==> config.mk <==
export PLATFORM = sky130hd
export DESIGN_NAME = ifsb_cfg
export DESIGN_NICKNAME = d
export VERILOG_FILES = /design/src/rtl/ifsb_pkg.sv /design/src/rtl/ifsb_cfg.sv
export SDC_FILE = /design/constraint.sdc
export NUM_CORES = 1
export LEC_CHECK = 0
export ABC_AREA = 1
export BUFFER_PORTS_ARGS = -buffer_cell sky130_fd_sc_hd__buf_2
export CAP_MARGIN = 20
export CELL_PAD_IN_SITES_DETAIL_PLACEMENT = 1
export CELL_PAD_IN_SITES_GLOBAL_PLACEMENT = 1
export CORE_MARGIN = 3
export CORE_UTILIZATION = 35
export CTS_CLUSTER_SIZE = 8
export DETAILED_ROUTE_END_ITERATION = 12
export GPL_TIMING_DRIVEN = 0
export PLACE_DENSITY_LB_ADDON = 0.25
export SYNTH_ARGS = -nofsm -noshare
export SYNTH_HDL_FRONTEND = slang
export SYNTH_SLANG_ARGS = --single-unit
==> constraint.sdc <==
create_clock -name i_clk -period 1.3 [get_ports i_clk]
set_input_delay 0.195 -clock i_clk [delete_from_list [all_inputs] [get_ports i_clk]]
set_output_delay 0.195 -clock i_clk [all_outputs]
set_load 0.05 [all_outputs]
==> src/rtl/ifsb_pkg.sv <==
// shared types and constants for the inverse fft split butterfly
package ifsb_pkg;

    localparam int SAMPLE_WIDTH_DEF = 32;
    localparam int TWIDDLE_FRAC_DEF = 30;
    localparam int CFG_W            = 32;
    localparam int TW_W             = CFG_W + 1;
    localparam int CFG_IDX_W        = 3;
    localparam int BFLY_LAT         = 5;
    localparam int PIPE_LAT         = 2 * BFLY_LAT + 1;

    typedef enum logic [CFG_IDX_W-1:0] {
        REG_LAYER_MODE = 3'd0,
        REG_W0_REAL    = 3'd1,
        REG_W0_IMAG    = 3'd2,
        REG_W1_REAL    = 3'd3,
        REG_W1_IMAG    = 3'd4
    } t_reg_idx;

    typedef struct packed {
        logic                    layer_mode;
        logic signed [CFG_W-1:0] w0_re;
        logic signed [CFG_W-1:0] w0_im;
        logic signed [CFG_W-1:0] w1_re;
        logic signed [CFG_W-1:0] w1_im;
    } t_cfg;

endpackage

==> src/rtl/ifsb_cfg.sv <==
// configuration registers: layer mode and the two twiddles
module ifsb_cfg import ifsb_pkg::*; #(
    parameter int FRAC_W = TWIDDLE_FRAC_DEF
) (
    input  logic                 i_clk,
    input  logic                 i_rst_n,
    input  logic                 i_we,
    input  logic [CFG_IDX_W-1:0] i_idx,
    input  logic [CFG_W-1:0]     i_data,
    output t_cfg                 o_cfg
);

    localparam logic signed [CFG_W-1:0] ONE = CFG_W'(1) << FRAC_W;

    t_cfg r_cfg;

    always_ff @(posedge i_clk) begin
        if (!i_rst_n) begin
            r_cfg.layer_mode <= 1'b0;
            r_cfg.w0_re      <= ONE;
            r_cfg.w0_im      <= '0;
            r_cfg.w1_re      <= ONE;
            r_cfg.w1_im      <= '0;
        end else if (i_we) begin
            unique case (t_reg_idx'(i_idx))
                REG_LAYER_MODE: r_cfg.layer_mode <= i_data[0];
                REG_W0_REAL:    r_cfg.w0_re      <= i_data;
                REG_W0_IMAG:    r_cfg.w0_im      <= i_data;
                REG_W1_REAL:    r_cfg.w1_re      <= i_data;
                REG_W1_IMAG:    r_cfg.w1_im      <= i_data;
                default: ;  // unknown index, write dropped
            endcase
        end
    end

    assign o_cfg = r_cfg;

endmodule

### After elaboration in Yosys (flattened, before gate mapping)

Index checks and enable logic that the tools add are counted.

| storage, ports and cells | value |
|---|---|
| flip-flop bits (word level) | 129 |
| word-level logic and storage cells | 15 |
| output and inout port bits | 129 |
| bits of input ports | 38 |

| operators by class | value |
|---|---|
| reductions and logical operators | 6 |
| equality and inequality tests | 4 |

Operators with widths:

| operator | number |
|---|---|
| 2-bit AND reduction | 5 |
| 3-bit by 2-bit equality test with 1-bit output (second input constant) | 2 |
| 3-bit by 1-bit equality test with 1-bit output (second input constant) | 1 |
| 3-bit equality test (second input constant) | 1 |
| 3-bit logical NOT | 1 |

### Longest topological paths before layout

Gate-level depths: netlist of run 1.

| depth | value |
|---|---|
| depth in word-level cells | 2 |
| depth in mapped cells | 7 |
| gate-level depth less buffers | 5 |

### Worst setup path before layout of run 1

OpenSTA, ideal clock, no wires.

| timing | value |
|---|---|
| path kind | input to register |
| from | input port i_we |
| to | register r_cfg, in the netlist o_cfg[109] |
| library setup time | 114 ps |
| buffers on the path | 1 |
| arrival time | 867 ps |
| required time | 1186 ps |
| stages on the path | 6 |
| slack | 319 ps |
| cells stage by stage | inv_1 nor2_2 clkbuf_1 nand3_1 nand2_1 nor2_1 |

| between the ends | value |
|---|---|
| cells in the longest elaborated chain, start to end | 1 |

RTL lines:

| item | RTL line | text |
|---|---|---|
| start: declaration | ifsb_cfg.sv:7 | `input logic i_we,` |
| 2-bit AND reduction (no line) | -- |  |
| end: declaration | ifsb_cfg.sv:15 | `t_cfg r_cfg;` |

No other way between the ends.
A chain may end at the register's enable or synchronous reset.

### Final worst setup path of run 1

| timing | value |
|---|---|
| from | register r_cfg, in the netlist o_cfg[60] |
| to | output port o_cfg[60] (netlist bit) |

RTL lines:

| item | RTL line | text |
|---|---|---|
| end: declaration | ifsb_cfg.sv:10 | `output t_cfg o_cfg` |

No word-level cell between the ends.

==> impl_metrics.toml, run 1 <==
[status]
status = "finished clean"

[floorplanning]
fp.dieH_um = 129
pin_count = 167
core_area_um2 = 14600
die_w_um = 129
start_util_pct = 36.0
dieArea_um2 = 16600
row_count = 44

[drt]
first_pass_iters = 4
wl_met3_um = 1050
num_vias = 5294
dr_wl_met2_um = 8550
drcViolationCount = 0
via_per_inst = 4.71
antenna_left = 0
top_layer = "met4"
wl_um = 18100
wire_per_inst_um = 16.1
drt_iter0_markers = 227
wl_met1_um = 8240

[setup_path]
start_kind = "register"
cp_slowest_stage_delay_ps = 370
cpLargestDelayFamily = "flip-flops"
worstPathMaxFanout = 2
arrival_ps = 1070
crit_buf_inv = 1
slowest_stage = "dfxtp_1"
cp_cell_sequence = "buf_2"
end_kind = "primary output"
crit_required_ps = 1110
worstSetupPathType = "register to primary output"

[clocking]
cts_max_level = 4
cts_buffers = 17
clk_pin_slew_ps = 50
cts_root_buf = "clkbuf_16"
clk_path_buf_depth = 2
cts_tree = "built"
insertion_delay_ps = 410
cts_setup_buffers = 0
numClockSinks = 129

[cells_and_area]
multi_input_area_um2 = 2220
seqCellArea_um2 = 2580
largest_reg_flops = 129
num-fill-cells = 1958
fin_util_pct = 46.7
nNetsFinal = 969
layout-drive-gt1-share_pct = 25.9
syn2layout_area_growth_pct = 29.7

[grt]
grt_overflow_total = 0
grt_first_pass_wirelength_um = 28800
antenna_found_initial = 3
grt_max_degree = 17
grt_pass1_vias = 5283
grt_use_total_pct = 22.5

[sta]
hold_slack_ps = 25.6
relSlewSlack_pct = 58.3
drv_slew = 0
setup_violations = 0
hold_viol = 0
max_freq_mhz = 788
fin_crit_sh_pct = 97.6
fin_skew_ps = 0
period_needed_ps = 1270
rsz0062_at_grt = "false"
worst-slew-pin-transition_ps = 626

[placed_design]
gp_congestion = 0.769
place_hpwl_um = 13400
numPortBuffers = 165

[yosys]
yosys_warnings = 0
ys_ff_latch = 129
yosysTopAreaCell = "dfxtp_1"
synthTopCellsByArea = "dfxtp_1 49%, nor2_1 17%, nand3_1 12%"
synth.distinct_cells = 16
syn-mean-instance-area_um2 = 7.07
synth.top_cell.area_share_pct = 48.9
synthesis.area_um2 = 5280
yosysSeqAreaShare_pct = 48.9
syn_nets = 785
syn_inst = 747

[worst_hold_path]
hp-class = "input port to register"

[power]
peakVddDrop_v = 0.000837
power_density_nw_per_um2 = 1430
p_leak_uw = 0.00344

[flow_run]
cap_viol_max_count = 0
## path summary, 6_finish.rpt
kind | startpoint | endpoint | slack [ps] | cells after the start
max | o_cfg[60] | o_cfg[60] | 30 | 1
min | i_data[30] | o_cfg[126] | 30 | 3
max reg2reg | o_cfg[14] | o_cfg[14] | 690 | 2
min reg2reg | o_cfg[126] | o_cfg[126] | 470 | 2
## Yosys cell counts, drive strengths merged
| cell type | n |
|---|---|
| a21oi | 1 |
| buf | 43 |
| clkbuf | 8 |
| dfxtp | 129 |
| inv | 38 |
| nand2 | 137 |
| nand3 | 129 |
| nor2 | 261 |
| o21ai | 1 |
## power breakdown
part	internal (uW)	switching (uW)	leakage [uW]
registers	4100	73.7	0.00105
logic	364	1090	0.00214
clock network	2570	1600	0.000247
## cells in the final DEF, fill, tap and decap left out, drive strengths merged
| master | Yosys | layout |
|---|---|---|
| a21oi | 1 | 1 |
| buf | 43 | 207 |
| clkbuf | 8 | 34 |
| clkinv | 0 | 1 |
| dfxtp | 129 | 129 |
| diode | 0 | 3 |
| inv | 38 | 38 |
| nand2 | 137 | 137 |
| nand3 | 129 | 129 |
| nor2 | 261 | 261 |
| o21ai | 1 | 1 |
## per-stage QoR
| stage | setup slack (ps) | instance area, um2 | instances | TNS [ps] | total power, uW |
|---|---|---|---|---|---|
| floorplan | 319 | 5280 | 747 | 0 | 5280 |
| global placement | -187 | 6330 | 1096 | -7430 | 5690 |
| detailed placement | -201 | 6330 | 1096 | -8520 | 5710 |
| CTS | 25.0 | 6840 | 1122 | 0 | 9900 |
| global route | 1.56 | 6850 | 1125 | 0 | 10200 |
| finish | 30.7 | 6850 | 1125 | 0 | 9790 |
## area by class of cell
type / count / share of cell area [%]
flip-flops and latches: 129 / 37.7
plain buffers: 51 / 4.81
diodes: 3 / 0.110
inverters: 38 / 2.08
clock buffers: 25 / 7.24
clock inverters: 1 / 0.0731
well taps: 184 / 3.36
repair buffers: 165 / 12.1
multi-input cells: 529 / 32.5
## logic make-up (layout without fill, tap and decap cells)
kind of cell | count (synthesis) | in the layout | share of synthesized area, %
simple gates | 527 | 527 | 42.0
flops | 129 | 129 | 48.9
buf+inv | 89 | 280 | 8.94
compound gates | 2 | 2 | 0.189
other cells | 0 | 3 | 0
## layer usage
metal | up-vias | track usage (%)
met1 | 2469 | 29.7
met2 | 134 | 35.4
met3 | 17 | 6.06
met5 | - | 0
li1 | 2674 | -
met4 | 0 | 7.97
## repair_timing
action,in CTS,in global routing
hold buffers,0,0
resized for setup,0,1
setup endpoints to repair,0,1
Note: power is estimated with default switching activity, not from simulation.
==> run 2, diff against run 1 <==
==> constraint.sdc (replaced) <==
create_clock -name i_clk -period 1.3 [get_ports i_clk]
set_input_delay 0.195 -clock i_clk [delete_from_list [all_inputs] [get_ports i_clk]]
set_output_delay 0.195 -clock i_clk [all_outputs]
set_load 0.1 [all_outputs]
==> impl_metrics.toml, run 2 (same netlist as run 1, synthesis figures left out) <==
[clocking]
insertion_delay_ps = 420
cts_setup_buffers = 0
cts_max_level = 4
cts_tree = "built"
cts_root_buf = "clkbuf_16"
numClockSinks = 129
clk_path_buf_depth = 2
cts_buffers = 17
clk_pin_slew_ps = 60

[power]
p_sw_uw = 3330
power_density_nw_per_um2 = 1440
swShare_pct = 31.8
seqPwrFrac_pct = 40.0
p_leak_uw = 0.00346
p_total_uw = 10400
p_int_uw = 7120
power_frac_comb_pct = 19.8
peakVddDrop_v = 0.000883
p_clk_share_pct = 40.2

[cells_and_area]
layout_common_cells = "243 x nor2_1, 135 x nand2_1, 129 x nand3_1, 129 x dfxtp_1, 120 x buf_4"
layout-drive-gt1-share_pct = 25.9
num-fill-cells = 1886
fin_area_um2 = 7250
fin_util_pct = 49.5
nNetsFinal = 969
largest_reg_flops = 129
final_common_cell = "nor2_1"
seqCellArea_um2 = 2580
multi_input_area_um2 = 2220
syn2layout_area_growth_pct = 37.4

[setup_path]
crit_required_ps = 1110
crit_end = "o_cfg[12]"
cp_slowest_stage_delay_ps = 360
cp_num_cells = 1
r2r_cells = 2
cp_cell_sequence = "buf_4"
arrival_ps = 1090
start_kind = "register"
worstPathMaxFanout = 2
regToRegSetupSlack_ps = 620
startpoint = "o_cfg[12]"
worstSetupPathType = "register to primary output"
crit_buf_inv = 1
slowest_stage = "dfxtp_1"
end_kind = "primary output"
cpLargestDelayFamily = "flip-flops"
worstReg2RegStart = "o_cfg[9]"
timing.rr.end = "o_cfg[9]"

[worst_hold_path]
hp-class = "input port to register"
hold-path-cell-count = 3

[flow_run]
cap_viol_max_count = 0

[grt]
grt_overflow_total = 0
grt_use_total_pct = 22.7
grt_pass1_vias = 5331
grt_max_degree = 17
grt_first_pass_wirelength_um = 29000
antenna_found_initial = 1

[status]
status = "finished clean"

[placed_design]
place_hpwl_um = 13400
numPortBuffers = 165
place_area_um2 = 6330
gp_congestion = 0.769

[floorplanning]
die_w_um = 129
core_area_um2 = 14600
row_count = 44
pin_count = 167
dieArea_um2 = 16600
start_util_pct = 36.0
fp.dieH_um = 129

[drt]
first_pass_iters = 4
num_vias = 5346
drt_iter0_markers = 227
drcViolationCount = 0
wire_per_inst_um = 16.5
antenna_left = 0
wl_um = 18500
via_per_inst = 4.76

[sta]
hold_viol = 0
fin_skew_ps = 0
max_freq_mhz = 777
setup_violations = 0
worst-slew-pin-transition_ps = 628
fin_crit_sh_pct = 99.0
relSlewSlack_pct = 58.1
period_needed_ps = 1290
fin_setup_tns_ps = 0
hold_slack_ps = 19.0
drv_slew = 0
run 2: cell types whose count changed in the layout (fill, tap and decap cells not counted):
| cell | change |
|---|---|
| buf_4 | +104 |
| buf_6 | +25 |
| clkbuf_4 | -1 |
| diode_2 | -2 |
| buf_2 | -128 |
run 2: worst min-delay path by stage:
stage                           from    endpoint
after global placement    i_data[30]  o_cfg[126]
final                     i_data[30]  o_cfg[126]
after global routing      i_data[30]  o_cfg[126]
after CTS                 i_data[30]  o_cfg[126]
after floorplan           i_data[30]  o_cfg[126]
after detailed placement  i_data[30]  o_cfg[126]
run 2: repair_timing:
| action | 4_1_cts | 5_1_grt |
|---|---|---|
| gates cloned | 0 | 0 |
| hold endpoints to repair | 0 | 0 |
| hold buffers | 0 | 0 |
| gates resized for setup | 130 | 24 |
| setup endpoints to repair | 129 | 24 |
run 2: metal layers:
| metal | track usage, % | vias up | part of all wire, % |
|---|---|---|---|
| met5 | 0 | - | 0 |
| met2 | 36.6 | 158 | 47 |
| met4 | 7.16 | 0 | 1.3 |
| met3 | 6.02 | 16 | 6.7 |
| li1 | - | 2678 | - |
| met1 | 29.8 | 2494 | 45 |
run 2: final cells by class:
class                      count  share of cell area, %
multi-input combinational    529                   30.7
inverter                      38                   1.97
timing repair buffer         165                   17.1
tap                          184                   3.17
clock buffer                  25                   6.83
antenna                        1                 0.0345
clock inverter                 1                 0.0690
buffer                        51                   4.54
sequential                   129                   35.6
run 2: per-stage QoR:
| stage | instances | worst slack (ps) |
|---|---|---|
| after floorplan | 747 | 24.4 |
| final | 1123 | 12.6 |
| after global routing | 1123 | -2.35 |
| after detailed placement | 1096 | -201 |
| after global placement | 1096 | -187 |
| after CTS | 1122 | 0.0925 |
run 2: power by group through the flow:
stage	clock [uW]	sequential, uW	combinational, uW
floorplan	0	5240	559
detailed placement	0	4250	1970
CTS	4260	4180	2060
global route	4440	4200	2200
finish	4200	4180	2070
global placement	0	4250	1960
==> run 3, diff against run 2 <==
--- a/config.mk
+++ b/config.mk
@@ -15,7 +15,8 @@
 export CTS_CLUSTER_SIZE = 8
 export DETAILED_ROUTE_END_ITERATION = 12
 export GPL_TIMING_DRIVEN = 0
-export PLACE_DENSITY_LB_ADDON = 0.25
+export PLACE_DENSITY = 0.79
+export SLEW_MARGIN = 0
 export SYNTH_ARGS = -nofsm -noshare
 export SYNTH_HDL_FRONTEND = slang
 export SYNTH_SLANG_ARGS = --single-unit
==> impl_metrics.toml, run 3 (same netlist as run 1, synthesis figures left out) <==
[setup_path]
slowest_stage = "dfxtp_1"
cpLargestDelayFamily = "flip-flops"
worstReg2RegStart = "o_cfg[103]"
cp_cell_sequence = "buf_4"
r2r_cells = 2
crit_buf_inv = 1
regToRegSetupSlack_ps = 640
timing.rr.end = "o_cfg[103]"
worstSetupPathType = "register to primary output"
end_kind = "primary output"
crit_required_ps = 1110
startpoint = "o_cfg[64]"
crit_end = "o_cfg[64]"
cp_num_cells = 1
arrival_ps = 1070
cp_slowest_stage_delay_ps = 340
worstPathMaxFanout = 2
start_kind = "register"

[grt]
grt_max_degree = 17
grt_first_pass_wirelength_um = 29000
grt_pass1_vias = 5542
antenna_found_initial = 3
grt_use_total_pct = 22.8
grt_overflow_total = 0

[clocking]
cts_root_buf = "clkbuf_16"
cts_max_level = 4
clk_pin_slew_ps = 60
numClockSinks = 129
insertion_delay_ps = 420
clk_path_buf_depth = 2
cts_buffers = 17
cts_tree = "built"

[sta]
max_freq_mhz = 790
fin_crit_sh_pct = 97.3
hold_viol = 0
period_needed_ps = 1270
drv_slew = 0
setup_violations = 0
worst-slew-pin-transition_ps = 588
relSlewSlack_pct = 60.8
fin_skew_ps = 0

[cells_and_area]
syn2layout_area_growth_pct = 41.8
largest_reg_flops = 129
fin_cells = 1130
layout_common_cells = "243 x nor2_1, 135 x nand2_1, 129 x nand3_1, 129 x dfxtp_1, 93 x buf_4"
layout-drive-gt1-share_pct = 26.8
nNetsFinal = 969
fin_util_pct = 51.1
final_common_cell = "nor2_1"

[floorplanning]
core_area_um2 = 14600
row_count = 44
dieArea_um2 = 16600
die_w_um = 129
pin_count = 167
start_util_pct = 36.0
fp.dieH_um = 129

[power]
power_density_nw_per_um2 = 1510
p_leak_uw = 0.00354
peakVddDrop_v = 0.000897

[drt]
via_per_inst = 4.83
wl_met3_um = 1350
wire_per_inst_um = 16.9
first_pass_iters = 4
drt_iter0_markers = 258
antenna_left = 0
drcViolationCount = 0
top_layer = "met5"
wl_met1_um = 8020
wl_um = 19100
num_vias = 5457
dr_wl_met2_um = 9370

[placed_design]
numPortBuffers = 165
place_inst = 1096
place_hpwl_um = 13600
gp_congestion = 0.791

[flow_run]
cap_viol_max_count = 0

[worst_hold_path]
hold-path-cell-count = 3
hp-class = "input port to register"

[status]
status = "finished clean"
[run 3: changes by cell type in the layout (fill, tap and decap cells not counted)]
cell and delta:
buf_4 -27, clkbuf_8 +1, clkinvlp_4 +2, buf_6 +26
bufinv_16 +3, clkinv_2 +4, diode_2 +1, buf_8 +1
clkbuf_1 -4
[run 3: how the worst min path moves through the flow]
| stage | to | from |
|---|---|---|
| floorplan | o_cfg[126] | i_data[30] |
| global placement | o_cfg[126] | i_data[30] |
| detailed placement | o_cfg[126] | i_data[30] |
| CTS | o_cfg[126] | i_data[30] |
| global route | o_cfg[126] | i_data[30] |
| finish | o_cfg[126] | i_data[30] |
[run 3: layout make-up]
cell class	count	area, um2
fill	1858	7160
sequential	129	2580
multi-input combinational	529	2220
timing repair buffer	165	1350
clock buffer	22	494
buffer	51	329
tap	184	230
inverter	38	143
clock inverter	10	130
antenna	2	5.00
[run 3: power breakdown]
group / internal (uW) / switching [uW] / total [uW]
combinational: 476 / 1620 / 2100
clock: 3250 / 1770 / 5020
sequential: 4100 / 93.6 / 4190
total: 7820 / 3480 / 11300
[run 3: per-stage QoR]
step / TNS (ps) / worst slack (ps) / area (um2) / hold WS (ps) / power, uW
6_report: 0 / 34.5 / 7490 / 33.0 / 11300
5_1_grt: -2.67 / -2.67 / 7490 / 20.6 / 11700
4_1_cts: 0 / 0.0421 / 7300 / 18.4 / 11300
3_5_place_dp: -4330 / -181 / 6330 / 459 / 6220
3_3_place_gp: -2570 / -137 / 6330 / 449 / 6200
2_1_floorplan: 0 / 24.4 / 5280 / 308 / 5800
[run 3: worst reg2reg max path, stage by stage (launching register included)]
cell and delay [ps]:
dfxtp_1 410, nor2_2 70, nor2_1 110
[run 3: metal layers]
layer  up-vias  global-route usage (%)
met5         -                       0
met4         2                    8.96
met3        24                    8.05
met2       164                    37.5
met1      2583                    27.2
li1       2684                       -
[run 3: repair_timing]
item / CTS / global route
setup endpoints to repair: 129 / 46
hold buffers: 0 / 0
buffers inserted: 0 / 0
gates resized for setup: 135 / 47
